`src/hdl/cbsm_pkg.sv`:
```
package cbsm_pkg;

  // Bus and window geometry
  localparam int unsigned ADDR_W       = 24;
  localparam int unsigned DATA_W       = 8;
  localparam int unsigned ROM_W        = 25;
  localparam int unsigned WINDOW_BYTES = 4194304;
  localparam int unsigned BOOT_BYTES   = 8192;
  localparam int unsigned UNIT_SHIFT   = 17;
  localparam int unsigned UNIT_W       = 5;
  localparam int unsigned WIN_BITS     = $clog2(WINDOW_BYTES);
  localparam int unsigned BOOT_BITS    = $clog2(BOOT_BYTES);
  localparam int unsigned QUOT_W       = WIN_BITS - UNIT_SHIFT;
  localparam int unsigned CNT_W        = (QUOT_W > 1) ? $clog2(QUOT_W) : 1;
  localparam int unsigned STATUS_W     = 3;

  // Configuration port
  localparam int unsigned PADDR_W       = 3;
  localparam int unsigned PDATA_W       = 32;
  localparam logic        REG_ROM_BYTES = 1'b0;
  localparam logic [ROM_W-1:0] ROM_BYTES_RESET = ROM_W'(524288);

  // Mapper register addresses
  localparam logic [ADDR_W-1:0] ADDR_BANK_HIGH = 24'h400000;
  localparam logic [ADDR_W-1:0] ADDR_SIZE      = 24'h402000;
  localparam logic [ADDR_W-1:0] ADDR_BANK_LOW  = 24'h404000;

  // Commands
  localparam logic CMD_READ  = 1'b0;
  localparam logic CMD_WRITE = 1'b1;

  // Result status codes
  localparam logic [STATUS_W-1:0] STATUS_READ_OK      = 3'd0;
  localparam logic [STATUS_W-1:0] STATUS_READ_OUTSIDE = 3'd1;
  localparam logic [STATUS_W-1:0] STATUS_REMAPPED     = 3'd2;
  localparam logic [STATUS_W-1:0] STATUS_STORED       = 3'd3;
  localparam logic [STATUS_W-1:0] STATUS_REFUSED      = 3'd4;
  localparam logic [STATUS_W-1:0] STATUS_UNKNOWN      = 3'd5;

  typedef struct packed {
    logic              command;
    logic [ADDR_W-1:0] addr;
    logic [DATA_W-1:0] data;
  } req_t;

  typedef struct packed {
    logic [ADDR_W-1:0]   rom_addr;
    logic [STATUS_W-1:0] status;
  } rsp_t;

endpackage

```
`src/hdl/cartridge_bank_size_mapper_core.sv`:
```
// Channel  | handshake                   | payload
// ---------+-----------------------------+----------------------------------
// req      | req_valid / req_ready       | command, addr, data (req_t)
// rsp      | rsp_valid / rsp_ready       | rom_addr, status (rsp_t)
// apb      | psel penable pwrite pready  | paddr, pwdata, prdata (rom_bytes)
//
// A word is registered on acceptance; ST_FINISH loads its result. A read in
// the remapped window first passes ST_DIVIDE, where one shared 5-bit
// compare-subtract unit runs a restoring modulo of the 128 KB unit index;
// req_ready is low until the result is loaded. A pending result in the output
// register holds the sequencer until rsp_ready takes it.
// rst is synchronous and returns the mapper to boot mode with no pending word.
module cartridge_bank_size_mapper_core (
  input  logic                            clk,
  input  logic                            rst,
  input  logic                            req_valid,
  output logic                            req_ready,
  input  cbsm_pkg::req_t                  req,
  output logic                            rsp_valid,
  input  logic                            rsp_ready,
  output cbsm_pkg::rsp_t                  rsp,
  input  logic                            psel,
  input  logic                            penable,
  input  logic                            pwrite,
  input  logic [cbsm_pkg::PADDR_W-1:0]    paddr,
  input  logic [cbsm_pkg::PDATA_W-1:0]    pwdata,
  output logic [cbsm_pkg::PDATA_W-1:0]    prdata,
  output logic                            pready
);

  typedef enum logic [1:0] {
    ST_IDLE,
    ST_DIVIDE,
    ST_FINISH
  } state_t;

  state_t                          state;
  cbsm_pkg::req_t                  item;
  logic [cbsm_pkg::ROM_W-1:0]      rom_bytes;
  logic [1:0]                      bank_high_bits;
  logic [2:0]                      bank_low_bits;
  logic                            bank_written;
  logic [cbsm_pkg::UNIT_W-1:0]     size_units;
  logic                            size_written;
  logic                            boot_mode;
  logic [cbsm_pkg::UNIT_W-1:0]     mapped_base_units;
  logic [cbsm_pkg::UNIT_W-1:0]     mapped_size_units;
  logic [cbsm_pkg::UNIT_W-1:0]     rem;
  logic [cbsm_pkg::QUOT_W-1:0]     dvd;
  logic [cbsm_pkg::CNT_W-1:0]      cnt;

  // Shared compare-subtract unit
  logic [cbsm_pkg::UNIT_W:0]       trial;
  logic [cbsm_pkg::UNIT_W:0]       trial_diff;
  logic                            trial_ge;
  logic [cbsm_pkg::UNIT_W-1:0]     rem_next;

  // Result evaluation
  logic                            in_window;
  logic                            needs_divide;
  logic [cbsm_pkg::ROM_W-1:0]      boot_base;
  logic [cbsm_pkg::ROM_W-1:0]      boot_sum;
  logic [cbsm_pkg::WIN_BITS-1:0]   map_off;
  logic [cbsm_pkg::WIN_BITS:0]     map_sum;
  logic                            is_bh, is_sz, is_bl, known;
  logic [1:0]                      nbh;
  logic [2:0]                      nbl;
  logic [cbsm_pkg::UNIT_W-1:0]     nsz;
  logic                            nbw, nsw, changed, refuse;
  logic [cbsm_pkg::ROM_W:0]        bank_b, size_b, rom_ext;
  cbsm_pkg::rsp_t                  result;
  logic                            do_remap;
  logic                            rsp_free;

  assign req_ready = (state == ST_IDLE);
  assign pready    = 1'b1;
  assign prdata    = (paddr[2] == cbsm_pkg::REG_ROM_BYTES) ?
                     cbsm_pkg::PDATA_W'(rom_bytes) : '0;
  assign rsp_free  = !rsp_valid || rsp_ready;

  // Decide on acceptance whether the read needs the modulo
  assign in_window    = (req.addr < cbsm_pkg::ADDR_W'(cbsm_pkg::WINDOW_BYTES));
  assign needs_divide = (req.command == cbsm_pkg::CMD_READ) && in_window &&
                        !boot_mode && (mapped_size_units != '0);

  // One restoring step: shift in a dividend bit, subtract where it fits
  assign trial      = {rem, dvd[cbsm_pkg::QUOT_W-1]};
  assign trial_diff = trial - {1'b0, mapped_size_units};
  assign trial_ge   = (trial >= {1'b0, mapped_size_units});
  assign rem_next   = trial_ge ? trial_diff[cbsm_pkg::UNIT_W-1:0]
                               : trial[cbsm_pkg::UNIT_W-1:0];

  // Read translation
  assign boot_base = (rom_bytes >= cbsm_pkg::ROM_W'(cbsm_pkg::BOOT_BYTES)) ?
                     rom_bytes - cbsm_pkg::ROM_W'(cbsm_pkg::BOOT_BYTES) : '0;
  assign boot_sum  = boot_base + cbsm_pkg::ROM_W'(item.addr[cbsm_pkg::BOOT_BITS-1:0]);
  assign map_off   = (mapped_size_units == '0) ? item.addr[cbsm_pkg::WIN_BITS-1:0] :
                     cbsm_pkg::WIN_BITS'({rem, item.addr[cbsm_pkg::UNIT_SHIFT-1:0]});
  assign map_sum   = {1'b0, map_off} +
                     (cbsm_pkg::WIN_BITS+1)'({mapped_base_units,
                                             {cbsm_pkg::UNIT_SHIFT{1'b0}}});

  // Write decode and remap check
  assign is_bh   = (item.addr == cbsm_pkg::ADDR_BANK_HIGH);
  assign is_sz   = (item.addr == cbsm_pkg::ADDR_SIZE);
  assign is_bl   = (item.addr == cbsm_pkg::ADDR_BANK_LOW);
  assign known   = is_bh || is_sz || is_bl;
  assign nbh     = is_bh ? item.data[2:1] : bank_high_bits;
  assign nbl     = is_bl ? item.data[2:0] : bank_low_bits;
  assign nsz     = is_sz ? item.data[cbsm_pkg::UNIT_W-1:0] : size_units;
  assign nbw     = bank_written || is_bh || is_bl;
  assign nsw     = size_written || is_sz;
  assign changed = ({nbh, nbl} != {bank_high_bits, bank_low_bits}) ||
                   (nsz != size_units) || (nbw != bank_written) ||
                   (nsw != size_written);
  assign bank_b  = (cbsm_pkg::ROM_W+1)'({nbh, nbl, {cbsm_pkg::UNIT_SHIFT{1'b0}}});
  assign size_b  = (cbsm_pkg::ROM_W+1)'({nsz, {cbsm_pkg::UNIT_SHIFT{1'b0}}});
  assign rom_ext = {1'b0, rom_bytes};
  assign refuse  = (nsz == '0) || (bank_b >= rom_ext) || ((bank_b + size_b) > rom_ext);

  // Form the result word
  always_comb begin
    result   = '0;
    do_remap = 1'b0;
    if (item.command == cbsm_pkg::CMD_READ) begin
      if (item.addr >= cbsm_pkg::ADDR_W'(cbsm_pkg::WINDOW_BYTES)) begin
        result.status = cbsm_pkg::STATUS_READ_OUTSIDE;
      end else if (boot_mode) begin
        result.rom_addr = boot_sum[cbsm_pkg::ADDR_W-1:0];
        result.status   = cbsm_pkg::STATUS_READ_OK;
      end else begin
        result.rom_addr = cbsm_pkg::ADDR_W'(map_sum);
        result.status   = cbsm_pkg::STATUS_READ_OK;
      end
    end else if (!known) begin
      result.status = cbsm_pkg::STATUS_UNKNOWN;
    end else if (nbw && nsw && changed) begin
      if (refuse) begin
        result.status = cbsm_pkg::STATUS_REFUSED;
      end else begin
        result.status = cbsm_pkg::STATUS_REMAPPED;
        do_remap      = 1'b1;
      end
    end else begin
      result.status = cbsm_pkg::STATUS_STORED;
    end
  end

  // Sequencer, mapper state and output register
  always_ff @(posedge clk) begin
    if (rst) begin
      state             <= ST_IDLE;
      rsp_valid         <= 1'b0;
      rom_bytes         <= cbsm_pkg::ROM_BYTES_RESET;
      bank_high_bits    <= '0;
      bank_low_bits     <= '0;
      bank_written      <= 1'b0;
      size_units        <= '0;
      size_written      <= 1'b0;
      boot_mode         <= 1'b1;
      mapped_base_units <= '0;
      mapped_size_units <= '0;
    end else begin
      // Configuration write
      if (psel && penable && pwrite && pready && (paddr[2] == cbsm_pkg::REG_ROM_BYTES)) begin
        rom_bytes <= pwdata[cbsm_pkg::ROM_W-1:0];
      end
      // Drop the result once taken, unless a new one is loaded in its place
      if (rsp_valid && rsp_ready && (state != ST_FINISH)) begin
        rsp_valid <= 1'b0;
      end
      case (state)
        ST_IDLE: begin
          if (req_valid) begin
            item <= req;
            rem  <= '0;
            dvd  <= req.addr[cbsm_pkg::WIN_BITS-1:cbsm_pkg::UNIT_SHIFT];
            cnt  <= cbsm_pkg::CNT_W'(cbsm_pkg::QUOT_W - 1);
            state <= needs_divide ? ST_DIVIDE : ST_FINISH;
          end
        end
        ST_DIVIDE: begin
          // Advance one quotient bit
          rem <= rem_next;
          dvd <= dvd << 1;
          cnt <= cnt - 1'b1;
          if (cnt == '0) begin
            state <= ST_FINISH;
          end
        end
        ST_FINISH: begin
          // Hold until the output register is free
          if (rsp_free) begin
            rsp       <= result;
            rsp_valid <= 1'b1;
            state     <= ST_IDLE;
            if (item.command == cbsm_pkg::CMD_WRITE && known) begin
              bank_high_bits <= nbh;
              bank_low_bits  <= nbl;
              size_units     <= nsz;
              bank_written   <= nbw;
              size_written   <= nsw;
            end
            if (do_remap) begin
              mapped_base_units <= {nbh, nbl};
              mapped_size_units <= nsz;
              boot_mode         <= 1'b0;
            end
          end
        end
        default: begin
          state <= ST_IDLE;
        end
      endcase
    end
  end

endmodule

```
`config.mk`:
```
export PLATFORM = sky130hd
export DESIGN_NAME = cartridge_bank_size_mapper_core
export DESIGN_NICKNAME = d
export VERILOG_FILES = /design/src/hdl/cbsm_pkg.sv /design/src/hdl/cartridge_bank_size_mapper_core.sv
export SDC_FILE = /design/constraint.sdc
export NUM_CORES = 1
export LEC_CHECK = 0
export ABC_AREA = 0
export BUFFER_PORTS_ARGS = -buffer_cell sky130_fd_sc_hd__buf_2
export CAP_MARGIN = 20
export CORE_MARGIN = 2
export CORE_UTILIZATION = 57
export DETAILED_ROUTE_END_ITERATION = 7
export PLACE_DENSITY = 0.81
export SLEW_MARGIN = 20
export SYNTH_ARGS = -nofsm -noshare
export SYNTH_HDL_FRONTEND = slang
export SYNTH_SLANG_ARGS = --single-unit
```
`constraint.sdc`:
```
create_clock -name clk -period 5.7 [get_ports clk]
set_input_delay 0.57 -clock clk [delete_from_list [all_inputs] [get_ports clk]]
set_output_delay 0.57 -clock clk [all_outputs]
set_load 0.01 [all_outputs]
```
==> flow_metrics.env, run 1 <==
export IMPL_drt_pass1_iterations=5
export IMPL_wl_per_cell_um=16.33
export IMPL_drt_iter0_markers=562
export IMPL_syn_area_per_cell_um2=9.390
export IMPL_ctsHoldBuffers=0
export IMPL_critPathCaptureType="flop"
export IMPL_critical_path_cell_chain="nor4_4 -> nand4_2 -> nor2_1 -> and3_1 -> mux2_2 -> ha_1 -> a21o_1 -> a21oi_1 -> nor2b_1 -> o21ai_0 -> nand2b_1 -> ha_1 -> nand4_1 -> nor2_1 -> a311o_1 -> a21oi_1 -> a2111o_1 -> nand2_1 -> and2_1"
export IMPL_grt_busiest_layer="met2"
export IMPL_htreeDepth=4
export IMPL_synth_seq_cells=121
export IMPL_synth_compound_area_share_pct=14.15
export IMPL_startpoint_type="flop"
export IMPL_portBuffers=116
export IMPL_status="complete, no violations"
export IMPL_async_reset_ff_share_pct=0
export IMPL_hold_slack_ns=0.3216
export IMPL_io_pins=137
export IMPL_cp_slowest_stage_delay_ns=0.46
export IMPL_fillers=1010
export IMPL_period_needed_ns=5.165
export IMPL_path_class="reg -> reg"
export IMPL_nets=1020
export IMPL_finalSetupViolCount=0
export IMPL_area_growth_pct=16.54
export IMPL_synthCells=793
export IMPL_tns_ns=0
export IMPL_gp_routability_congestion=0.9043
export IMPL_ant_nets=0
export IMPL_synthMuxAreaShare_pct=4.789
export IMPL_wl_um=17700
export IMPL_final_common_cell="buf_2"
export IMPL_globalRouteMet1Util_pct=33.33
export IMPL_ys_warn_count=0
export IMPL_grt_use_met2_pct=43.06
export IMPL_synth_adder_area_share_pct=8.133
export IMPL_cts_tree="built"
export IMPL_rows=41
export IMPL_placed_area_mm2=0.008139
export IMPL_maxSlewViolCount=0
export IMPL_hold_violations=0
export IMPL_clock_fmax_ghz=0.1936
export IMPL_hp_class="in -> reg"
export IMPL_ys_seq_area_share_pct=41.94
export IMPL_die_h_um=118.3
export IMPL_overflow=0
export IMPL_slew_headroom_pct=33.42
export IMPL_clock_latency_ns=0.42
export IMPL_final_cell_mix="buf_2, nand2_1, edfxtp_1, nor2_1, a21oi_1"
export IMPL_synth_enable_flop_cells=70
export IMPL_root_buffer="clkbuf_16"
export IMPL_syn_area_mm2=0.007446
export IMPL_grtUsageTotal_pct=25.81
export IMPL_rrSetupSlack_ns=0.53
export IMPL_power_leakage_nw=3.535
export IMPL_post_cts_buffers=0
export IMPL_cts_buffers=17
export IMPL_antenna_found_initial=0
export IMPL_crit_required_ns=5.88
export IMPL_die_area_mm2=0.01399
export IMPL_diodes=0
export IMPL_synthXorXnorAreaFrac_pct=4.235
export IMPL_hpwl_um=13240
export IMPL_cts_resized=0
export IMPL_clock_sinks=121
export IMPL_die_width_um=118.3
export IMPL_initial_utilization_pct=58.76
export IMPL_via_per_inst=5.692
export IMPL_skew_ns=0.006927
export IMPL_worst_slew_pin_slew_ns=0.9934
export IMPL_ys_types=70
export IMPL_final_period_utilization_pct=90.62
export IMPL_vdd_drop_max_v=0.0002442
export IMPL_synth_main_ff_cell="edfxtp_1"
export IMPL_cpMaxStageDelayCell="edfxtp_1"
export IMPL_drv_cap=0
export IMPL_clk_pin_slew_ns=0.05
export IMPL_crit_fanout=11
export IMPL_crit_arrival_ns=5.34
export IMPL_rsz0062_at_grt="no"
export IMPL_grt_pass1_vias=5844
export IMPL_grt_first_pass_wirelength_um=28440
export IMPL_drive_gt1_share_pct=20.61
export IMPL_vias=6170
export IMPL_drcViolationCount=0
export IMPL_fin_area_mm2=0.008677
export IMPL_synth_top_family_by_area="simple AND/OR/NAND/NOR gates"
export IMPL_fp_coreArea_mm2=0.01267
export IMPL_total_power_w=0.002130
export IMPL_p_per_area_mw_per_mm2=245.5
export IMPL_ctsLongestPathBuffers=2
export IMPL_synthSimpleGateAreaFrac_pct=22.45
export IMPL_use_met3_pct=5.840
export IMPL_grt_max_degree=55
## critical path: cells and delay by family (launching register included)
kind                     cells  cell delay, ns
adder cells (fa/ha/maj)      2            0.59
flip-flops                   1            0.46
AO/OA/AOI/OAI                6            1.50
AND/OR/NAND/NOR             10            1.93
multiplexers                 1            0.44
## final timing paths
check | end | startpoint | depth (start not counted)
max reg2reg | rsp[1]$_SDFFCE_PN0P_ | item[11]$_DFFE_PP_ | 19
min | item[0]$_DFFE_PP_ | req[0] | 1
max | rsp[1]$_SDFFCE_PN0P_ | item[11]$_DFFE_PP_ | 19
min reg2reg | bank_low_bits[0]$_SDFFE_PP0P_ | bank_low_bits[0]$_SDFFE_PP0P_ | 2
## routing by layer
layer / vias up / part of all wire, %
met4: 0 / 1.5
met1: 2907 / 44
met3: 24 / 5.8
li1: 3043 / -
met2: 196 / 49
met5: - / 0
## synth_stat cells (3+ instances only)
cell,number,area (um^2)
a21oi_1,65,325.3
and4_1,5,43.79
nand2b_1,12,75.07
nor4b_1,4,35.03
and3_1,5,31.28
nor3_1,28,140.1
edfxtp_1,70,2102
o211ai_1,6,45.04
dfxtp_1,51,1021
nand2_1,98,367.9
xnor2_1,24,210.2
o31a_1,3,26.28
nand3_1,10,50.05
mux2_2,13,146.4
a31oi_1,8,50.05
clkbuf_1,30,112.6
o21a_1,7,52.55
nor4_4,3,63.81
nor2_1,69,259.0
buf_1,3,11.26
nor2b_1,27,168.9
or4_1,3,22.52
o21ai_0,23,115.1
nor4_1,11,68.82
nand4_1,4,25.02
nor3b_1,3,22.52
and2_1,16,100.1
buf_4,8,60.06
a22o_1,5,43.79
a211oi_1,13,97.59
fa_1,4,80.08
inv_1,31,116.4
o21ai_1,3,15.01
ha_1,42,525.5
xor2_1,12,105.1
a21o_1,11,82.58
mux2i_1,21,210.2
## through the flow
| stage | utilization, % | setup WS (ns) | cells |
|---|---|---|---|
| final | 68.48 | 0.5347 | 1084 |
| after global routing | 68.48 | 0.2035 | 1084 |
| after CTS | 68.48 | 0.5706 | 1084 |
| after detailed placement | 64.23 | 0.5857 | 1052 |
| after global placement | 64.23 | 0.6397 | 1052 |
| after floorplan | - | 1.041 | 799 |
## kinds of logic after synthesis
logic type,count (synthesis)
AND/OR/NAND/NOR,318
AO/OA/AOI/OAI,161
flip-flops,121
buffers and inverters,75
adder cells (fa/ha/maj),46
XOR/XNOR,36
multiplexers,34
other,2
## state kept, by name, summed over array words and instances (netlist names), 2 cells and up
name,cells
item,30
mapped_base_units,5
state,2
mapped_size_units,5
bank_low_bits,3
rem,5
size_units,5
rom_bytes,25
dvd,5
cnt,3
rsp,27
bank_high_bits,2
## cell type report
type	instances	area, um^2	area share, %
clock buffers	19	432.9	4.989
clock inverters	13	105.1	1.211
inverters	33	123.9	1.428
multi-input cells	603	4044	46.60
flip-flops and latches	121	3123	35.99
well taps	172	215.2	2.480
repair buffers	123	633.1	7.296
## power breakdown
group          internal (W)  total [W]  switching, W  leakage (nW)
sequential         0.000949   0.000972     0.0000231          1.06
clock              0.000592   0.000978      0.000386         0.254
combinational     0.0000738   0.000180      0.000106          2.22
total               0.00161    0.00213      0.000515          3.54
Note: power is estimated with default switching activity, not from simulation.
==> run 2, diff against run 1 <==
--- a/config.mk
+++ b/config.mk
@@ -8,6 +8,7 @@
 export ABC_AREA = 0
 export BUFFER_PORTS_ARGS = -buffer_cell sky130_fd_sc_hd__buf_2
 export CAP_MARGIN = 20
+export CORE_ASPECT_RATIO = 1.4
 export CORE_MARGIN = 2
 export CORE_UTILIZATION = 57
 export DETAILED_ROUTE_END_ITERATION = 7
==> flow_metrics.env, run 2 (same netlist as run 1, synthesis figures left out) <==
export IMPL_diodes=0
export IMPL_period_needed_ns=5.107
export IMPL_gp_routability_congestion=1.001
export IMPL_maxSlewViolCount=0
export IMPL_io_pins=137
export IMPL_p_switching_w=0.0005263
export IMPL_p_comb_share_pct=8.4
export IMPL_antenna_found_initial=0
export IMPL_pwr_share_seq_pct=45.3
export IMPL_violations="DRC"
export IMPL_clock_fmax_ghz=0.1958
export IMPL_initial_utilization_pct=58.11
export IMPL_instances_no_fill=1063
export IMPL_drive_gt1_share_pct=20.88
export IMPL_via_per_inst=5.921
export IMPL_final_common_cell="buf_2"
export IMPL_critPathCaptureType="flop"
export IMPL_clk_pin_slew_ns=0.06
export IMPL_clock_latency_ns=0.42
export IMPL_final_util_pct=67.58
export IMPL_portBuffers=116
export IMPL_nets=1018
export IMPL_largest_reg_flops=30
export IMPL_root_buffer="clkbuf_16"
export IMPL_cts_tree="built"
export IMPL_crit_fanout=11
export IMPL_p_per_area_mw_per_mm2=247.8
export IMPL_dp_cells=1031
export IMPL_drcViolationCount=1
export IMPL_htreeDepth=4
export IMPL_top_regs="item (30), rsp (27), rom_bytes (25)"
export IMPL_vdd_drop_max_v=0.0001841
export IMPL_die_width_um=100.6
export IMPL_final_period_utilization_pct=89.60
export IMPL_fillers=1000
export IMPL_power_leakage_nw=3.540
export IMPL_startpoint_type="flop"
export IMPL_hpwl_um=13630
export IMPL_min_path_cells=1
export IMPL_switching_share_pct=24.53
export IMPL_cts_buffers=17
export IMPL_ctsLongestPathBuffers=2
export IMPL_drv_cap=0
export IMPL_tns_ns=0
export IMPL_clock_sinks=121
export IMPL_hold_violations=0
export IMPL_die_h_um=139.2
export IMPL_path_class="reg -> reg"
export IMPL_crit_required_ns=5.87
export IMPL_clkPwrFrac_pct=46.3
export IMPL_grtUsageTotal_pct=26.70
export IMPL_slew_headroom_pct=28.04
export IMPL_ctsHoldBuffers=0
export IMPL_finalSetupViolCount=0
export IMPL_final_cell_mix="buf_2, nand2_1, edfxtp_1, nor2_1, a21oi_1"
export IMPL_drt_pass1_iterations=8
export IMPL_skew_ns=0.006370
export IMPL_wl_per_cell_um=17.11
export IMPL_top_register="item"
export IMPL_grt_first_pass_wirelength_um=28970
export IMPL_overflow=0
export IMPL_hp_class="in -> reg"
export IMPL_p_int_w=0.001619
export IMPL_cts_resized=0
export IMPL_grt_pass1_vias=5931
export IMPL_drt_iter0_markers=300
export IMPL_crit_arrival_ns=5.28
export IMPL_status="finished, violations left"
export IMPL_grt_max_degree=55
export IMPL_area_growth_pct=16.30
export IMPL_vias=6294
export IMPL_rows=49
export IMPL_reg2reg_depth=17
export IMPL_fp_coreArea_mm2=0.01281
export IMPL_ant_nets=0
export IMPL_worst_slew_pin_slew_ns=1.079
export IMPL_post_cts_buffers=0
export IMPL_die_area_mm2=0.01401
export IMPL_rsz0062_at_grt="no"
export IMPL_wl_um=18190
-- run 2: cell count changes in the layout (fill, tap and decap cells not counted), sizes merged --
| cell | change |
|---|---|
| clkbuf | -2 |
| clkinv | +2 |
| inv | +1 |
| buf | -2 |
| clkinvlp | -1 |
-- run 2: path summary, 6_finish.rpt --
path	start	slack (ns)	to
hold reg to reg	bank_low_bits[0]$_SDFFE_PP0P_	0.48	bank_low_bits[0]$_SDFFE_PP0P_
hold / removal	req[21]	0.33	item[21]$_DFFE_PP_
setup reg to reg	item[9]$_DFFE_PP_	0.59	rsp[1]$_SDFFCE_PN0P_
setup / recovery	item[9]$_DFFE_PP_	0.59	rsp[1]$_SDFFCE_PN0P_
-- run 2: power groups by stage --
stage	Clock (W)	Combinational (W)	Sequential (W)
final	0.000994	0.000180	0.000972
after global routing	0.00104	0.000198	0.000974
after CTS	0.00100	0.000180	0.000971
after detailed placement	0	0.000177	0.000989
after global placement	0	0.000175	0.000988
after floorplan	0	0.000123	0.000983
-- run 2: metrics by stage --
step           hold slack, ns  area, um^2  power (W)  setup WS [ns]
2_1_floorplan          0.4453        7468   0.001106          1.041
3_3_place_gp           0.4584        8100   0.001163         0.6790
3_5_place_dp           0.4690        8100   0.001166         0.6459
4_1_cts                0.3141        8655   0.002155         0.5831
5_1_grt                0.3148        8660   0.002213         0.3127
6_report               0.3256        8660   0.002146         0.5927
-- run 2: routing by layer --
metal	track usage (%)	wire [um]	share of wire [%]
met5	0	0	0
met4	11.75	511	2.8
met3	4.420	788	4.3
met2	49.12	9926	55
met1	29.47	6965	38
-- run 2: worst max-delay path, stage by stage, from the launching register on --
cell and delay (ns):
edfxtp_1 0.46, nor4_2 0.38, nand4_2 0.22, nor4_4 0.50, mux2_2 0.44, ha_1 0.22
fa_1 0.41, a21o_1 0.19, a21oi_1 0.17, xnor2_1 0.14, ha_1 0.27, nand4_1 0.10
nor2_1 0.06, a311o_1 0.30, a21oi_1 0.30, a2111o_1 0.37, nand2_1 0.14, and2_1 0.18
-- run 2: final cells by class --
class,count,area [um^2],area share (%)
Clock buffer,17,425.4,4.913
Clock inverter,15,128.9,1.488
Inverter,33,123.9,1.430
Multi-Input combinational cell,603,4049,46.76
Sequential cell,121,3123,36.06
Tap cell,153,191.4,2.211
Timing Repair Buffer,121,618.1,7.138
